File: src/rtl/core/fat_chain_table_engine_top_macros.svh
// ----------------------------------------------------------------------------
// fat_chain_table_engine_top_macros
// assertion shorthands for the allocation table engine, clocked on i_clk and
// held off while i_rst_n is low
// ----------------------------------------------------------------------------
`ifndef FAT_CHAIN_TABLE_ENGINE_TOP_MACROS_SVH
`define FAT_CHAIN_TABLE_ENGINE_TOP_MACROS_SVH

// same-cycle implication
`define FCT_ASSERT_IMPL(lbl, ante, cons, msg) \
    lbl: assert property (@(posedge i_clk) disable iff (!i_rst_n) (ante) |-> (cons)) \
        else $error(msg);

// next-cycle implication
`define FCT_ASSERT_NEXT(lbl, ante, cons, msg) \
    lbl: assert property (@(posedge i_clk) disable iff (!i_rst_n) (ante) |=> (cons)) \
        else $error(msg);

`endif

File: src/rtl/core/fct_pkg.sv
// ----------------------------------------------------------------------------
// fct_pkg
// shared types, codes and constants of the allocation table engine
// ----------------------------------------------------------------------------
package fct_pkg;

    // default table depth
    localparam int unsigned DEF_MAX_BLOCKS = 4096;

    // field widths
    localparam int unsigned OP_W       = 3;
    localparam int unsigned BLK_W      = 12;
    localparam int unsigned LINK_W     = 32;
    localparam int unsigned ST_W       = 2;
    localparam int unsigned CNT_W      = 13;
    localparam int unsigned CFG_IDX_W  = 3;
    localparam int unsigned CFG_DATA_W = 13;

    // largest table size a 13-bit total can express
    localparam int unsigned CNT_MAX = 8191;

    // reserved link codes
    localparam logic [LINK_W-1:0] LINK_FREE = 32'h0000_0000;
    localparam logic [LINK_W-1:0] LINK_EOC  = 32'hFFFF_FFFF;

    // operation codes
    typedef enum logic [OP_W-1:0] {
        OP_FORMAT = 3'd0,
        OP_ALLOC  = 3'd1,
        OP_FREE   = 3'd2,
        OP_GET    = 3'd3,
        OP_SET    = 3'd4
    } t_op;

    // status codes
    localparam logic [ST_W-1:0] ST_OK     = 2'd0;
    localparam logic [ST_W-1:0] ST_RANGE  = 2'd1;
    localparam logic [ST_W-1:0] ST_NOFREE = 2'd2;

    // configuration register indexes
    localparam logic [CFG_IDX_W-1:0] CFG_TOTAL     = 3'd0;
    localparam logic [CFG_IDX_W-1:0] CFG_FAT_START = 3'd1;
    localparam logic [CFG_IDX_W-1:0] CFG_FAT_CNT   = 3'd2;
    localparam logic [CFG_IDX_W-1:0] CFG_JRN_START = 3'd3;
    localparam logic [CFG_IDX_W-1:0] CFG_JRN_CNT   = 3'd4;
    localparam logic [CFG_IDX_W-1:0] CFG_ROOT      = 3'd5;

    // regions marked by format, in marking order
    typedef enum logic [1:0] {
        RGN_BLK0 = 2'd0,
        RGN_FAT  = 2'd1,
        RGN_JRN  = 2'd2,
        RGN_ROOT = 2'd3
    } t_rgn;

    // configuration as seen by the sequencer
    typedef struct packed {
        logic [CNT_W-1:0] size;
        logic [BLK_W-1:0] fat_start;
        logic [CNT_W-1:0] fat_cnt;
        logic [BLK_W-1:0] jrn_start;
        logic [CNT_W-1:0] jrn_cnt;
        logic [BLK_W-1:0] root;
    } t_cfg;

    // table memory access
    typedef struct packed {
        logic              we;
        logic [LINK_W-1:0] addr;
        logic [LINK_W-1:0] wdata;
    } t_ram_req;

    // shared compare and count unit
    typedef struct packed {
        logic [LINK_W-1:0] ptr;
        logic [CNT_W-1:0]  size;
        logic [LINK_W-1:0] old_val;
        logic [LINK_W-1:0] new_val;
        logic [CNT_W-1:0]  free;
    } t_alu_in;

    typedef struct packed {
        logic              ptr_lt;
        logic [LINK_W-1:0] ptr_inc;
        logic [CNT_W-1:0]  free_nxt;
    } t_alu_out;

endpackage

File: src/rtl/core/fct_req_if.sv
// ----------------------------------------------------------------------------
// fct_req_if
// request channel: operation, addressed entry and link to write
// ----------------------------------------------------------------------------
interface fct_req_if;
    logic                           valid;
    logic                           ready;
    logic [fct_pkg::OP_W-1:0]       op;
    logic [fct_pkg::BLK_W-1:0]      block_index;
    logic [fct_pkg::LINK_W-1:0]     link_value;

    modport source (output valid, output op, output block_index, output link_value,
                    input ready);
    modport sink   (input valid, input op, input block_index, input link_value,
                    output ready);
endinterface

File: src/rtl/core/fct_rsp_if.sv
// ----------------------------------------------------------------------------
// fct_rsp_if
// response channel: status, returned value and free entry count
// ----------------------------------------------------------------------------
interface fct_rsp_if;
    logic                           valid;
    logic                           ready;
    logic [fct_pkg::ST_W-1:0]       status;
    logic [fct_pkg::LINK_W-1:0]     value;
    logic [fct_pkg::CNT_W-1:0]      free_count;

    modport source (output valid, output status, output value, output free_count,
                    input ready);
    modport sink   (input valid, input status, input value, input free_count,
                    output ready);
endinterface

File: src/rtl/core/fct_ctrl.sv
// ----------------------------------------------------------------------------
// fct_ctrl
// sequencer: clear sweep, format marking, allocate scan, chain walk,
// single link access, free recount and the response register
// ----------------------------------------------------------------------------
module fct_ctrl #(
    parameter int unsigned MAX_BLOCKS = fct_pkg::DEF_MAX_BLOCKS
) (
    input  logic                       i_clk,
    input  logic                       i_rst_n,
    input  fct_pkg::t_cfg              i_cfg,
    input  logic                       i_size_wr,
    fct_req_if.sink                    i_req,
    fct_rsp_if.source                  o_rsp,
    output fct_pkg::t_ram_req          o_ram,
    input  logic [fct_pkg::LINK_W-1:0] i_ram_rdata,
    output fct_pkg::t_alu_in           o_alu,
    input  fct_pkg::t_alu_out          i_alu
);
    localparam logic [fct_pkg::LINK_W-1:0] LastIdx = fct_pkg::LINK_W'(MAX_BLOCKS - 1);

    typedef enum logic [14:0] {
        S_CLR  = 15'b000_0000_0000_0001,
        S_IDLE = 15'b000_0000_0000_0010,
        S_DISP = 15'b000_0000_0000_0100,
        S_FRG  = 15'b000_0000_0000_1000,
        S_FCK  = 15'b000_0000_0001_0000,
        S_FWR  = 15'b000_0000_0010_0000,
        S_ARD  = 15'b000_0000_0100_0000,
        S_ACK  = 15'b000_0000_1000_0000,
        S_WCHK = 15'b000_0001_0000_0000,
        S_WWR  = 15'b000_0010_0000_0000,
        S_GET  = 15'b000_0100_0000_0000,
        S_SET  = 15'b000_1000_0000_0000,
        S_CRD  = 15'b001_0000_0000_0000,
        S_CCK  = 15'b010_0000_0000_0000,
        S_DONE = 15'b100_0000_0000_0000
    } t_state;

    t_state                      r_state;
    logic [fct_pkg::LINK_W-1:0]  r_ptr;
    logic [fct_pkg::CNT_W-1:0]   r_cnt;
    fct_pkg::t_rgn               r_rgn;
    logic                        r_fmt;
    logic [fct_pkg::CNT_W-1:0]   r_free;
    logic [fct_pkg::OP_W-1:0]    r_op;
    logic [fct_pkg::LINK_W-1:0]  r_link;
    logic [fct_pkg::ST_W-1:0]    r_status;
    logic [fct_pkg::LINK_W-1:0]  r_value;
    logic                        r_out_vld;
    logic [fct_pkg::ST_W-1:0]    r_out_status;
    logic [fct_pkg::LINK_W-1:0]  r_out_value;
    logic [fct_pkg::CNT_W-1:0]   r_out_free;

    logic rd_zero;
    logic accept;
    logic load_out;

    assign rd_zero = (i_ram_rdata == fct_pkg::LINK_FREE);

    // request side: open only in idle and not on a size change
    assign i_req.ready = (r_state == S_IDLE) && !i_size_wr;
    assign accept      = i_req.valid && i_req.ready;

    // response register loads when a result is done and the register is free
    assign load_out = (r_state == S_DONE) && !i_size_wr && (!r_out_vld || o_rsp.ready);

    // response register
    assign o_rsp.valid      = r_out_vld;
    assign o_rsp.status     = r_out_status;
    assign o_rsp.value      = r_out_value;
    assign o_rsp.free_count = r_out_free;

    // shared unit operands
    always_comb begin
        o_alu.ptr     = r_ptr;
        o_alu.size    = i_cfg.size;
        o_alu.free    = r_free;
        // recount treats each read entry as a fresh write over a used one
        o_alu.old_val = (r_state == S_CCK) ? fct_pkg::LINK_EOC : i_ram_rdata;
        case (r_state)
            S_FWR, S_ACK: o_alu.new_val = fct_pkg::LINK_EOC;
            S_SET:        o_alu.new_val = r_link;
            S_CCK:        o_alu.new_val = i_ram_rdata;
            default:      o_alu.new_val = fct_pkg::LINK_FREE;
        endcase
    end

    // table access, always at the walk pointer
    always_comb begin
        o_ram.addr = r_ptr;
        o_ram.we   = (r_state == S_CLR) || (r_state == S_FWR) || (r_state == S_WWR) ||
                     (r_state == S_SET) || ((r_state == S_ACK) && rd_zero);
        case (r_state)
            S_FWR, S_ACK: o_ram.wdata = fct_pkg::LINK_EOC;
            S_SET:        o_ram.wdata = r_link;
            default:      o_ram.wdata = fct_pkg::LINK_FREE;
        endcase
    end

    // sequencer
    always_ff @(posedge i_clk) begin
        if (!i_rst_n) begin
            r_state   <= S_CLR;
            r_ptr     <= '0;
            r_fmt     <= 1'b0;
            r_free    <= '0;
            r_out_vld <= 1'b0;
        end else begin
            // response taken with nothing new to load
            if (r_out_vld && o_rsp.ready && !load_out) begin
                r_out_vld <= 1'b0;
            end

            if (i_size_wr && (r_state != S_CLR)) begin
                // new table size: count free entries again from zero
                r_ptr   <= '0;
                r_free  <= '0;
                r_state <= S_CRD;
            end else begin
                unique case (r_state)
                    // clear sweep over the whole memory
                    S_CLR: begin
                        if (r_ptr == LastIdx) begin
                            r_free  <= i_cfg.size;
                            r_rgn   <= fct_pkg::RGN_BLK0;
                            r_fmt   <= 1'b0;
                            r_state <= r_fmt ? S_FRG : S_IDLE;
                        end else begin
                            r_ptr <= i_alu.ptr_inc;
                        end
                    end
                    S_IDLE: begin
                        if (accept) begin
                            r_op     <= i_req.op;
                            r_link   <= i_req.link_value;
                            r_ptr    <= fct_pkg::LINK_W'(i_req.block_index);
                            r_status <= fct_pkg::ST_OK;
                            r_value  <= fct_pkg::LINK_FREE;
                            r_state  <= S_DISP;
                        end
                    end
                    // decode the request; get and set read the entry here
                    S_DISP: begin
                        unique case (r_op)
                            fct_pkg::OP_FORMAT: begin
                                r_ptr   <= '0;
                                r_fmt   <= 1'b1;
                                r_state <= S_CLR;
                            end
                            fct_pkg::OP_ALLOC: begin
                                r_ptr   <= 32'd1;
                                r_state <= S_ARD;
                            end
                            fct_pkg::OP_FREE: begin
                                if (i_alu.ptr_lt) begin
                                    r_state <= S_WCHK;
                                end else begin
                                    r_status <= fct_pkg::ST_RANGE;
                                    r_state  <= S_DONE;
                                end
                            end
                            fct_pkg::OP_GET: begin
                                if (i_alu.ptr_lt) begin
                                    r_state <= S_GET;
                                end else begin
                                    r_status <= fct_pkg::ST_RANGE;
                                    r_value  <= fct_pkg::LINK_EOC;
                                    r_state  <= S_DONE;
                                end
                            end
                            fct_pkg::OP_SET: begin
                                if (i_alu.ptr_lt) begin
                                    r_state <= S_SET;
                                end else begin
                                    r_status <= fct_pkg::ST_RANGE;
                                    r_state  <= S_DONE;
                                end
                            end
                            default: begin
                                r_state <= S_DONE;
                            end
                        endcase
                    end
                    // load the next reserved region
                    S_FRG: begin
                        unique case (r_rgn)
                            fct_pkg::RGN_BLK0: begin
                                r_ptr <= '0;
                                r_cnt <= 13'd1;
                            end
                            fct_pkg::RGN_FAT: begin
                                r_ptr <= fct_pkg::LINK_W'(i_cfg.fat_start);
                                r_cnt <= i_cfg.fat_cnt;
                            end
                            fct_pkg::RGN_JRN: begin
                                r_ptr <= fct_pkg::LINK_W'(i_cfg.jrn_start);
                                r_cnt <= i_cfg.jrn_cnt;
                            end
                            fct_pkg::RGN_ROOT: begin
                                r_ptr <= fct_pkg::LINK_W'(i_cfg.root);
                                r_cnt <= 13'd1;
                            end
                            default: begin
                                r_ptr <= '0;
                                r_cnt <= '0;
                            end
                        endcase
                        r_state <= S_FCK;
                    end
                    // region done once empty or past the table end
                    S_FCK: begin
                        if ((r_cnt == '0) || !i_alu.ptr_lt) begin
                            unique case (r_rgn)
                                fct_pkg::RGN_BLK0: r_rgn <= fct_pkg::RGN_FAT;
                                fct_pkg::RGN_FAT:  r_rgn <= fct_pkg::RGN_JRN;
                                fct_pkg::RGN_JRN:  r_rgn <= fct_pkg::RGN_ROOT;
                                default:           r_rgn <= fct_pkg::RGN_BLK0;
                            endcase
                            r_state <= (r_rgn == fct_pkg::RGN_ROOT) ? S_DONE : S_FRG;
                        end else begin
                            r_state <= S_FWR;
                        end
                    end
                    S_FWR: begin
                        r_free  <= i_alu.free_nxt;
                        r_ptr   <= i_alu.ptr_inc;
                        r_cnt   <= r_cnt - 13'd1;
                        r_state <= S_FCK;
                    end
                    // allocate scan from entry one
                    S_ARD: begin
                        if (!i_alu.ptr_lt) begin
                            r_status <= fct_pkg::ST_NOFREE;
                            r_state  <= S_DONE;
                        end else begin
                            r_state <= S_ACK;
                        end
                    end
                    S_ACK: begin
                        if (rd_zero) begin
                            r_free  <= i_alu.free_nxt;
                            r_value <= r_ptr;
                            r_state <= S_DONE;
                        end else begin
                            r_ptr   <= i_alu.ptr_inc;
                            r_state <= S_ARD;
                        end
                    end
                    // chain walk stops on a reserved code or a link off the table
                    S_WCHK: begin
                        if ((r_ptr == fct_pkg::LINK_FREE) || (r_ptr == fct_pkg::LINK_EOC) ||
                            !i_alu.ptr_lt) begin
                            r_state <= S_DONE;
                        end else begin
                            r_state <= S_WWR;
                        end
                    end
                    S_WWR: begin
                        r_free  <= i_alu.free_nxt;
                        r_ptr   <= i_ram_rdata;
                        r_state <= S_WCHK;
                    end
                    S_GET: begin
                        r_value <= i_ram_rdata;
                        r_state <= S_DONE;
                    end
                    S_SET: begin
                        r_free  <= i_alu.free_nxt;
                        r_state <= S_DONE;
                    end
                    // free recount over the table in use
                    S_CRD: begin
                        r_state <= i_alu.ptr_lt ? S_CCK : S_IDLE;
                    end
                    S_CCK: begin
                        r_free  <= i_alu.free_nxt;
                        r_ptr   <= i_alu.ptr_inc;
                        r_state <= S_CRD;
                    end
                    // hand the result over once the response register is free
                    S_DONE: begin
                        if (load_out) begin
                            r_out_vld    <= 1'b1;
                            r_out_status <= r_status;
                            r_out_value  <= r_value;
                            r_out_free   <= r_free;
                            r_state      <= S_IDLE;
                        end
                    end
                    default: begin
                        r_state <= S_IDLE;
                    end
                endcase
            end
        end
    end
endmodule

File: src/flat_wrapper.sv
// flat-port wrapper written by rule: the top's interface ports become plain ports
module fct_ctrl_flat 
#(
    parameter int unsigned MAX_BLOCKS = fct_pkg::DEF_MAX_BLOCKS
)
  (i_clk, i_rst_n, i_cfg, i_size_wr, o_ram, i_ram_rdata, o_alu, i_alu, i_req_valid, i_req_op, i_req_block_index, i_req_link_value, i_req_ready, o_rsp_valid, o_rsp_status, o_rsp_value, o_rsp_free_count, o_rsp_ready);
  fct_req_if i_req_i ();
  fct_rsp_if o_rsp_i ();
  input  logic i_clk;
  input  logic i_rst_n;
  input  fct_pkg::t_cfg i_cfg;
  input  logic i_size_wr;
  output fct_pkg::t_ram_req o_ram;
  input  logic [fct_pkg::LINK_W-1:0] i_ram_rdata;
  output fct_pkg::t_alu_in o_alu;
  input  fct_pkg::t_alu_out i_alu;
  input wire logic [$bits(i_req_i.valid)-1:0] i_req_valid;
  input wire logic [$bits(i_req_i.op)-1:0] i_req_op;
  input wire logic [$bits(i_req_i.block_index)-1:0] i_req_block_index;
  input wire logic [$bits(i_req_i.link_value)-1:0] i_req_link_value;
  output wire logic [$bits(i_req_i.ready)-1:0] i_req_ready;
  output wire logic [$bits(o_rsp_i.valid)-1:0] o_rsp_valid;
  output wire logic [$bits(o_rsp_i.status)-1:0] o_rsp_status;
  output wire logic [$bits(o_rsp_i.value)-1:0] o_rsp_value;
  output wire logic [$bits(o_rsp_i.free_count)-1:0] o_rsp_free_count;
  input wire logic [$bits(o_rsp_i.ready)-1:0] o_rsp_ready;
  assign i_req_i.valid = i_req_valid;
  assign i_req_i.op = i_req_op;
  assign i_req_i.block_index = i_req_block_index;
  assign i_req_i.link_value = i_req_link_value;
  assign i_req_ready = i_req_i.ready;
  assign o_rsp_valid = o_rsp_i.valid;
  assign o_rsp_status = o_rsp_i.status;
  assign o_rsp_value = o_rsp_i.value;
  assign o_rsp_free_count = o_rsp_i.free_count;
  assign o_rsp_i.ready = o_rsp_ready;
  fct_ctrl #(.MAX_BLOCKS(MAX_BLOCKS)) u_core (.i_clk(i_clk), .i_rst_n(i_rst_n), .i_cfg(i_cfg), .i_size_wr(i_size_wr), .i_req(i_req_i), .o_rsp(o_rsp_i), .o_ram(o_ram), .i_ram_rdata(i_ram_rdata), .o_alu(o_alu), .i_alu(i_alu));
endmodule
File: config.mk
export PLATFORM = sky130hd
export DESIGN_NAME = fct_ctrl_flat
export DESIGN_NICKNAME = d
export VERILOG_FILES = /design/src/rtl/core/fat_chain_table_engine_top_macros.svh /design/src/rtl/core/fct_pkg.sv /design/src/rtl/core/fct_req_if.sv /design/src/rtl/core/fct_rsp_if.sv /design/src/rtl/core/fct_ctrl.sv /design/src/flat_wrapper.sv
export SDC_FILE = /design/constraint.sdc
export NUM_CORES = 1
export LEC_CHECK = 0
export BUFFER_PORTS_ARGS = -buffer_cell sky130_fd_sc_hd__buf_2
export CAP_MARGIN = 30
export CORE_AREA = 2 2 173 175
export CTS_CLUSTER_SIZE = 12
export DETAILED_ROUTE_END_ITERATION = 8
export DIE_AREA = 0 0 175 177
export GPL_TIMING_DRIVEN = 0
export HOLD_SLACK_MARGIN = 0.02
export PLACE_DENSITY = 0.69
export SLEW_MARGIN = 0
export SYNTH_ARGS = -nofsm -noshare
export SYNTH_HDL_FRONTEND = slang
export SYNTH_SLANG_ARGS = --single-unit
File: constraint.sdc
create_clock -name i_clk -period 6.3 [get_ports i_clk]
set_clock_uncertainty 0.05 [all_clocks]
set_input_delay 0.315 -clock i_clk [delete_from_list [all_inputs] [get_ports i_clk]]
set_output_delay 0.315 -clock i_clk [all_outputs]
set_load 0.005 [all_outputs]
======== Word-level counts from Yosys, hierarchy flattened ========
Cells that the tools add are included.
operators by class
  bitwise operators ....................... 2
  equality and inequality tests ........... 41
  reductions and logical operators ........ 51
  mux-type cells .......................... 51
  $add $sub $neg .......................... 1
operators with widths
  cell                                                    number
  2-to-1 mux 32 bit                                       8
  one-hot mux 32 bit (4 select lines)                     2
  one-hot mux 32 bit (7 select lines)                     1
  one-hot mux 15 bit (13 select lines)                    1
  2-to-1 mux 15 bit                                       11
  one-hot mux 32 bit (2 select lines)                     2
  one-hot mux 32 bit (3 select lines)                     1
  one-hot mux 13 bit (3 select lines)                     2
  one-hot mux 15 bit (5 select lines)                     1
  logical NOT 32 bit                                      2
  2-to-1 mux 13 bit                                       3
  equality test 32 x 12 -> 1 bit (second input constant)  1
  equality test 32 bit (second input constant)            1
  one-hot mux 13 bit (2 select lines)                     1
  inequality test 2 bit (second input constant)           8
  equality test 15 x 1 -> 1 bit (second input constant)   1
  equality test 15 x 10 -> 1 bit (second input constant)  1
  equality test 15 x 11 -> 1 bit (second input constant)  1
  equality test 15 x 12 -> 1 bit (second input constant)  1
  equality test 15 x 13 -> 1 bit (second input constant)  1
  equality test 15 x 14 -> 1 bit (second input constant)  1
  equality test 15 bit (second input constant)            1
  equality test 15 x 2 -> 1 bit (second input constant)   1
  equality test 15 x 3 -> 1 bit (second input constant)   1
  other kinds (41)                                        92
storage, ports and cells
  word-level logic and storage cells ...... 161
  register bits ........................... 193
  output and inout port bits .............. 236

======== Depth between registers and ports, before layout ========
Gate-level depths: netlist of run 1.
  depth in word-level cells ............... 9
  depth in mapped cells ................... 10

======== Worst setup path before layout of run 1 ========
No wires, ideal clock.
  kind .................................... register to register
  start point ............................. register u_core.r_state[8]
  end point ............................... register u_core.r_out_free, in the netlist u_core.o_rsp.free_count[0] (enable)
  stages on the path, launching flop included .. 7
  arrival time ............................ 6.284 ns
  buffers on the path ..................... 2
  slack ................................... -0.603 ns
  clock period less this slack ............ 6.903 ns
  path through ............................ dfxtp_1 -> buf_2 -> nor4_1 -> a41o_1 -> nand2_1 -> clkbuf_1 -> nor4_1
on the way
  word-level cells in the longest chain between the ends .. 4
  elaborated cells on any way between the ends .. 7
  classes of those cells .................. eq/ne: 2; bitwise: 1; reduce/logical: 4
RTL lines
  what                                                                     line                                              text
  start, declared                                                          fct_ctrl.sv:40                                    t_state r_state;
  start signal, assigned                                                   fct_ctrl.sv:128                                   r_state <= r_fmt ? S_FRG : S_IDLE;
  start signal, assigned                                                   fct_ctrl.sv:220                                   r_state <= (r_rgn == fct_pkg::RGN_ROOT) ? S_DONE : S_FRG;
  equality test 15 bit or inequality test 15 x 1 -> 1 bit (tied branches)  fct_ctrl.sv:66, fct_ctrl.sv:121, fct_ctrl.sv:115
  logical AND 1 bit, on equally long branches                              fct_ctrl.sv:66, fct_ctrl.sv:115
  logical AND 1 bit or inverter 1 bit (tied branches)                      --
  AND reduction 4 bit (no line) (*)                                        --
  end signal, assigned                                                     fct_ctrl.sv:287                                   r_out_free <= r_free;
  end, declared                                                            fct_ctrl.sv:53                                    logic [fct_pkg::CNT_W-1:0] r_out_free;
Mark *: on every way between the ends. The rest lies on a longest branch, timed or not.
A chain may end at the register's enable or synchronous reset.

==> flow_summary.json, run 1 <==
{
  "status": "finished, final reports clean",
  "cp.arrival_ns": 3.61,
  "die_y_microns": 177,
  "grt_pass1_wl_mm": 58.3,
  "drtIter0Drc": 865,
  "path_depth": 8,
  "finalHoldViolCount": 0,
  "cp_slowest_cell": "nor3_1",
  "wirelength_mm": 41.7,
  "ios": 441,
  "slew_viol_final": 0,
  "syn_inst": 891,
  "routabilityCongestion": 0.981,
  "worst_slew_margin_rel_pct": 33.0,
  "grt_pass1_vias": 9165,
  "crit_family": "simple AND/OR/NAND/NOR gates",
  "area_delta_synth_final_pct": 38.9,
  "clock-sinks": 193,
  "nFillCells": 2809,
  "synth_flop_cell": "edfxtp_1",
  "crit_path_end": "o_alu[13]",
  "rsz0062_at_grt": "false",
  "worst_slew_pin_slew_ns": 0.997,
  "final_antenna_net_count": 0,
  "timing.fmax_mhz": 252,
  "synth_area_sq_um": 9810,
  "die-area_sq_um": 31000,
  "post-cts-setup-buffers": 0,
  "path_cells": "buf_2, nor4_1, buf_2, nand2_1, nor3_1, clkbuf_1, a21o_1, buf_2",
  "root_buffer": "clkbuf_16",
  "final_common_cell": "buf_2",
  "wl_per_cell_microns": 23.2,
  "start_util_pct": 33.5,
  "cts_made_buffers": 17,
  "ys_async_sr_fraction_pct": 0,
  "grt_use_total_pct": 25.8,
  "clkSlewWorstSetupHoldPaths_ns": 0.08,
  "grt_max_degree": 23,
  "ctsHtreeMaxLevel": 4,
  "clk_path_buf_depth": 2,
  "period_share_pct": 63.1,
  "min_path_type": "in2reg",
  "crit_buf_inv": 4,
  "grt_overflow_total": 0,
  "r2r_cells": 6,
  "avgViaCountPerCell": 5.44,
  "cts_tree": "yes",
  "drive_gt1_share_pct": 39.0,
  "maxCapViolations": 0,
  "post-place-ws_ns": 2.39,
  "die_w_microns": 175,
  "ir_worst_vdd_uv": 167,
  "rrSetupSlack_ns": 2.37,
  "syn-num-nets": 1102,
  "clock_latency_ns": 0.44,
  "slowest_delay_ns": 0.69,
  "r2r-end": "u_core.r_value[3]",
  "syn_avg_cell_area_sq_um": 11.0,
  "numPortBuffers": 439,
  "endpoint_kind": "primary output",
  "ys_ff_latch": 193,
  "finalWorstSetupSlack_ns": 2.33,
  "core_sq_um": 29200,
  "start_kind": "flip-flop",
  "fin_setup_tns_ns": 0,
  "drc": 0,
  "p_leak_nw": 6.64,
  "hold_buffers": 33,
  "worstPathRequired_ns": 5.93,
  "synth_edf_count": 131,
  "dr.pass1.iters": 7,
  "yosysSeqAreaShare_pct": 52.8,
  "synthDistinctLibCells": 59,
  "critical_path_class": "reg2out",
  "ys.warnings.count": 0,
  "row_count": 63,
  "crit_path_start": "u_core.r_state[8]",
  "period_minus_slack_ns": 3.97,
  "cts_resized": 0,
  "num_vias": 9784,
  "worstPathMaxFanout": 10,
  "crit_top_cell": "buf_2",
  "nNetsFinal": 1605,
  "powerDensity_nw_per_um2": 299,
  "antenna_found_initial": 2,
  "hpwl_mm": 33.2,
  "setup_viol": 0,
  "final_cell_mix": "buf_2, edfxtp_1, nand2_1",
  "reg2reg_from": "u_core.r_state[12]"
}
==> Yosys cell counts, drive strengths merged, types with 21 or more instances <==
library cell	number	area (sq um)
a21o	76	571
buf	53	395
nor2	45	169
a222oi	23	230
clkbuf	52	195
nand2b	36	225
mux2i	47	470
edfxtp	131	3930
dfxtp	62	1240
a221o	32	320
nand2	82	308
nor4	31	206
a21oi	21	105
==> flip-flops by register name, summed over array words and instances (netlist names) <==
register	flops
u_core.o_rsp.value	32
u_core.r_link	32
u_core.r_ptr	32
u_core.r_value	32
u_core.r_state	15
u_core.o_rsp.free_count	13
u_core.r_cnt	13
u_core.r_free	13
u_core.r_op	3
u_core.o_rsp.status	2
u_core.r_rgn	2
u_core.r_status	2
u_core.o_rsp.valid	1
u_core.r_fmt	1
==> metrics by stage <==
| step | total power, mW | hold slack, ns | area, sq um | utilization, % | std cells |
|---|---|---|---|---|---|
| floorplan | 2.33 | 0.327 | 9810 | - | 891 |
| global placement | 2.87 | 0.351 | 12500 | 42.7 | 1720 |
| detailed placement | 2.88 | 0.355 | 12600 | 43.3 | 1732 |
| CTS | 4.08 | 0.0312 | 13600 | 46.6 | 1797 |
| global route | 4.26 | 0.0251 | 13600 | 46.6 | 1798 |
| finish | 4.08 | 0.0573 | 13600 | 46.6 | 1798 |
==> per-layer routing <==
metal,GRT usage (%),up-vias,part of all wire [%]
met5,0,-,0
met3,3.80,96,7.0
met4,12.2,0,4.4
met2,41.7,574,47
met1,34.0,4703,42
li1,-,4411,-
==> worst min path at each step <==
stage / endpoint / cells after the start / startpoint
floorplan: u_core.r_state[0] / 1 / i_rst_n
detailed placement: u_core.o_rsp.value[11] / 0 / u_core.r_value[11]
global placement: u_core.o_rsp.value[14] / 0 / u_core.r_value[14]
CTS: u_core.r_link[0] / 1 / i_req_link_value[0]
finish: u_core.r_link[0] / 1 / i_req_link_value[0]
global route: u_core.r_link[8] / 1 / i_req_link_value[8]
==> final cells by class <==
type	count	area, sq um	area share (%)
inverters	19	71.3	0.523
well taps	390	488	3.58
clock buffers	17	425	3.12
plain buffers	105	591	4.33
repair buffers	484	2660	19.5
flip-flops and latches	193	5170	38.0
diodes	1	2.50	0.0184
clock inverters	15	220	1.62
multi-input cells	574	3990	29.3
==> where the power goes <==
| group | switching (mW) | internal [mW] | leakage [nW] |
|---|---|---|---|
| logic | 0.646 | 0.565 | 4.56 |
| registers | 0.202 | 1.48 | 1.77 |
| clock network | 0.594 | 0.593 | 0.312 |
==> kinds of logic after synthesis <==
logic type / after synthesis / share of synthesized area (%)
simple gates: 279 / 15.0
compound gates: 230 / 18.8
flops: 193 / 52.8
buf+inv: 124 / 6.75
mux: 47 / 4.80
xor+xnor: 12 / 1.07
fa+ha+maj: 6 / 0.765
No activity file was read; power rests on OpenSTA's default activity.
==> inputs of run 2 (changes only) <==
Clock period 6.3 ns to 3.25 ns, I/O delays scaled along.
==> run 2 against run 1 <==
Net effect: core utilization is 1.3 points higher; via count hardly changed; die area stayed put; register-to-register slack worse by 2.2 ns; non-clock buffer count is 19 higher; first-iteration DRC count is 6.7% higher; worst setup slack worse by 2.2 ns; clock power is 93% higher; wire length is 2.1% higher; global-route usage is 0.68 points higher; total power is 95% higher; largest power group unchanged.
==> flow_summary.json, run 2 (synthesis results as in run 1) <==
{
  "status": "finished, final reports clean",
  "p_leak_nw": 6.81,
  "final_common_cell": "buf_2",
  "crit_top_cell": "buf_2",
  "worst_slew_pin_slew_ns": 0.795,
  "switching_share_pct": 36.2,
  "ir_worst_vdd_uv": 370,
  "rsz0062_at_grt": "false",
  "drc": 0,
  "grt_overflow_total": 0,
  "fin_area_sq_um": 14000,
  "start_util_pct": 33.5,
  "finalWorstSetupSlack_ns": 0.144,
  "wl_met2_mm": 20.2,
  "cp_slowest_cell": "or4b_2",
  "critical_path_class": "reg2reg",
  "drtIter0Drc": 923,
  "fin_setup_tns_ns": 0,
  "wl_met1_mm": 17.8,
  "p_comb_share_pct": 30.3,
  "row_count": 63,
  "final_antenna_net_count": 0,
  "start_kind": "flip-flop",
  "root_buffer": "clkbuf_16",
  "routabilityCongestion": 0.961,
  "worstPathRequired_ns": 3.53,
  "p_sw_mw": 2.88,
  "timing.fmax_mhz": 322,
  "drive_gt1_share_pct": 40.5,
  "dr.pass1.iters": 5,
  "nNetsFinal": 1624,
  "core_sq_um": 29200,
  "ios": 441,
  "period_share_pct": 95.6,
  "clock-sinks": 193,
  "die-area_sq_um": 31000,
  "clock_latency_ns": 0.45,
  "powerDensity_nw_per_um2": 569,
  "seqPwrFrac_pct": 40.9,
  "setup_viol": 0,
  "cts_made_buffers": 17,
  "dpl_cell_area_sq_um": 12700,
  "die_y_microns": 177,
  "clk_path_buf_depth": 2,
  "holdWs_ns": 0.0318,
  "clkSlewWorstSetupHoldPaths_ns": 0.08,
  "worstPathMaxFanout": 10,
  "avgViaCountPerCell": 5.38,
  "endpoint_kind": "flip-flop",
  "final_util_pct": 47.9,
  "wl_per_cell_microns": 23.4,
  "ctsHtreeMaxLevel": 4,
  "slew_viol_final": 0,
  "antenna_found_initial": 3,
  "slowest_delay_ns": 0.76,
  "top_layer": "met4",
  "post-place-ws_ns": -0.602,
  "grt_max_degree": 25,
  "min_path_type": "in2reg",
  "final_cells": 1819,
  "final_cell_mix": "buf_2, edfxtp_1, nand2_1",
  "hpwl_mm": 33.6,
  "p_int_mw": 5.08,
  "die_w_microns": 175,
  "cts_tree": "yes",
  "finalHoldViolCount": 0,
  "maxCapViolations": 0,
  "area_delta_synth_final_pct": 42.7,
  "worst_slew_margin_rel_pct": 47.0,
  "period_minus_slack_ns": 3.11,
  "num_vias": 9782,
  "grt_pass1_vias": 9282,
  "cp.arrival_ns": 3.38,
  "dr_wl_met3_mm": 3.07,
  "clkPwrFrac_pct": 28.8,
  "path_cells": "buf_2, or4b_2, or4_4, o41a_4, nor2b_1, or3_1, buf_2, buf_6, mux2i_1",
  "grt_pass1_wl_mm": 60.1,
  "grt_use_total_pct": 26.4,
  "wirelength_mm": 42.5,
  "dp_cells": 1726,
  "fin_total_pwr_mw": 7.96,
  "numPortBuffers": 439
}
==> run 2: timing repair <==
item                                   4_1_cts  5_1_grt
setup endpoints to repair                  158       76
pin swaps                                    3        2
gates cloned                                 0        0
endpoints found under the hold margin       48        1
setup buffers                                7        2
hold buffers                                48        2
gates resized for setup                     12       16
==> run 2: worst max-delay path, delay by kind of cell (launching register included) <==
kind / cells / cell delay (ns)
mux: 1 / 0.13
flops: 1 / 0.31
buf+inv: 3 / 0.52
compound gates: 1 / 0.17
simple gates: 4 / 1.82
==> run 2: final cells by class <==
type,count,area (sq um)
Fill cell,2763,15200
Timing Repair Buffer,504,2880
Multi-Input combinational cell,574,4110
Tap cell,390,488
Buffer,104,618
Sequential cell,193,5180
Clock inverter,15,218
Antenna cell,3,7.51
Clock buffer,17,425
Inverter,19,71.3
==> run 2: per-layer routing <==
metal	track usage, %	vias to the layer above
met1	35.1	4682
met2	44.0	567
met3	3.54	88
met5	0	-
met4	9.93	0
li1	-	4445
==> run 2: power groups by stage <==
| stage | Clock, mW | Sequential [mW] | Combinational [mW] |
|---|---|---|---|
| floorplan | 0 | 3.16 | 1.37 |
| global placement | 0 | 3.29 | 2.30 |
| detailed placement | 0 | 3.29 | 2.32 |
| CTS | 2.33 | 3.24 | 2.39 |
| global route | 2.42 | 3.29 | 2.59 |
| finish | 2.30 | 3.25 | 2.41 |
==> run 2: final timing paths <==
path,cells after the start,startpoint,slack (ns),endpoint
worst max register to register,9,u_core.r_state[8],0.14,u_core.r_ptr[25]
worst min register to register,0,u_core.r_value[7],0.36,u_core.o_rsp.value[7]
worst max-delay path,9,u_core.r_state[8],0.14,u_core.r_ptr[25]
worst min-delay path,3,i_cfg[18],0.03,u_core.r_cnt[6]
==> inputs of run 3 (changes only) <==
Settings changed: PLACE_DENSITY 0.69 to 0.72, RECOVER_POWER set to 50.
==> run 3 against run 2 <==
Net effect: combinational power hardly changed; largest power group unchanged; highest routed layer unchanged; critical path type unchanged; critical path depth is 1 lower; die area stayed put; flip-flop and latch count stayed put; clock power hardly changed; global-route usage is 0.19 points lower; sequential share of layout area is 0.063 points higher; critical endpoint is now u_core.r_ptr[17].
==> flow_summary.json, run 3 (synthesis results as in run 1) <==
{
  "status": "finished, final reports clean",
  "ios": 441,
  "period_share_pct": 96.3,
  "die-area_sq_um": 31000,
  "clock-sinks": 193,
  "cts_made_buffers": 17,
  "p_sw_mw": 2.89,
  "finalWorstSetupSlack_ns": 0.121,
  "avgViaCountPerCell": 5.48,
  "p_leak_nw": 6.62,
  "diodes": 0,
  "finalHoldViolCount": 0,
  "grt_pass1_wl_mm": 59.6,
  "worst_slew_pin_slew_ns": 0.856,
  "clkSlewWorstSetupHoldPaths_ns": 0.09,
  "row_count": 63,
  "rrSetupSlack_ns": 0.12,
  "worst_slew_margin_rel_pct": 43.0,
  "post-place-ws_ns": -0.557,
  "clock_latency_ns": 0.45,
  "period_minus_slack_ns": 3.13,
  "cts_tree": "yes",
  "powerDensity_nw_per_um2": 568,
  "final_util_pct": 47.8,
  "root_buffer": "clkbuf_16",
  "switching_share_pct": 36.4,
  "ctsHtreeMaxLevel": 4,
  "die_y_microns": 177,
  "numPortBuffers": 439,
  "p_comb_share_pct": 30.1,
  "fin_area_sq_um": 14000,
  "p_int_mw": 5.04,
  "rsz0062_at_grt": "false",
  "final_antenna_net_count": 0,
  "start_util_pct": 33.5,
  "dpl_cell_area_sq_um": 12700,
  "final_common_cell": "buf_2",
  "holdPathStages": 3,
  "drtIter0Drc": 894,
  "grt_max_degree": 25,
  "clkPwrFrac_pct": 28.9,
  "nNetsFinal": 1631,
  "clk_path_buf_depth": 2,
  "grt_overflow_total": 0,
  "hpwl_mm": 33.1,
  "grt_use_total_pct": 26.3,
  "cp.arrival_ns": 3.42,
  "final_cell_mix": "buf_2, edfxtp_1, clkbuf_1",
  "num_vias": 9990,
  "dr.pass1.iters": 8,
  "core_sq_um": 29200,
  "wirelength_mm": 42.4,
  "slew_viol_final": 0,
  "final_cells": 1823,
  "setup_viol": 0,
  "grt_pass1_vias": 9432,
  "wl_per_cell_microns": 23.2,
  "seqPwrFrac_pct": 41.0,
  "endpoint_kind": "flip-flop",
  "antenna_found_initial": 0,
  "timing.fmax_mhz": 320,
  "r2r_cells": 8,
  "routabilityCongestion": 0.937,
  "start_kind": "flip-flop",
  "maxCapViolations": 0,
  "dp_cells": 1726,
  "critical_path_class": "reg2reg",
  "drive_gt1_share_pct": 36.4,
  "area_delta_synth_final_pct": 42.4,
  "worstPathMaxFanout": 10,
  "min_path_type": "in2reg",
  "worstPathRequired_ns": 3.54,
  "drc": 0,
  "die_w_microns": 175,
  "ir_worst_vdd_uv": 304
}
[run 3: metrics by stage]
stage          hold slack [ns]  setup TNS (ns)  total power [mW]
4_1_cts                 0.0210         -0.0160              7.96
6_report                0.0155               0              7.93
5_1_grt                 0.0393               0              8.27
3_3_place_gp             0.290         -111.46              5.58
3_5_place_dp             0.291          -25.69              5.61
2_1_floorplan            0.174           -7.38              4.53
[run 3: worst paths after layout]
check                            to               start
max reg2reg        u_core.r_ptr[17]   u_core.r_state[9]
min                u_core.r_free[1]           i_cfg[63]
max                u_core.r_ptr[17]   u_core.r_state[9]
min reg2reg  u_core.o_rsp.value[28]  u_core.r_value[28]
[run 3: area by class of cell]
class	count	area, sq um
buffer	105	616
clock buffer	17	425
clock inverter	15	218
fill	2780	15300
inverter	19	71.3
multi-input combinational	574	4120
sequential	193	5180
tap	390	488
timing repair buffer	510	2860
[run 3: power by group through the flow]
| stage | Combinational [mW] | Clock, mW | Sequential, mW |
|---|---|---|---|
| 2_1_floorplan | 1.37 | 0 | 3.16 |
| 3_3_place_gp | 2.29 | 0 | 3.29 |
| 3_5_place_dp | 2.32 | 0 | 3.29 |
| 4_1_cts | 2.40 | 2.32 | 3.23 |
| 5_1_grt | 2.58 | 2.41 | 3.29 |
| 6_report | 2.39 | 2.29 | 3.25 |
[run 3: critical path, stage by stage (launching register included)]
cell and delay, ns:
dfxtp_1 0.53, or4b_2 0.71, or4_4 0.50, o41a_4 0.16, nor2b_1 0.18, or3_1 0.39, buf_2 0.19, buf_6 0.17
mux2i_1 0.13
[run 3: repair_timing]
item                                    4_1_cts  5_1_grt
hold buffers                                 52        0
setup buffers                                 1       12
endpoints found under the setup margin      135      182
endpoints found under the hold margin        48        0
resized for setup                            13       14
pin swaps                                     2        4
[run 3: layer usage]
metal  routed length, microns  vias to the layer above  GRT usage, %  share of wire [%]
met4                     1710                        0          10.8                4.0
li1                         -                     4453             -                  -
met2                    20000                      574          43.1                 47
met3                     2950                       98          3.76                7.0
met1                    17700                     4865          34.9                 42
met5                        0                        -             0                  0
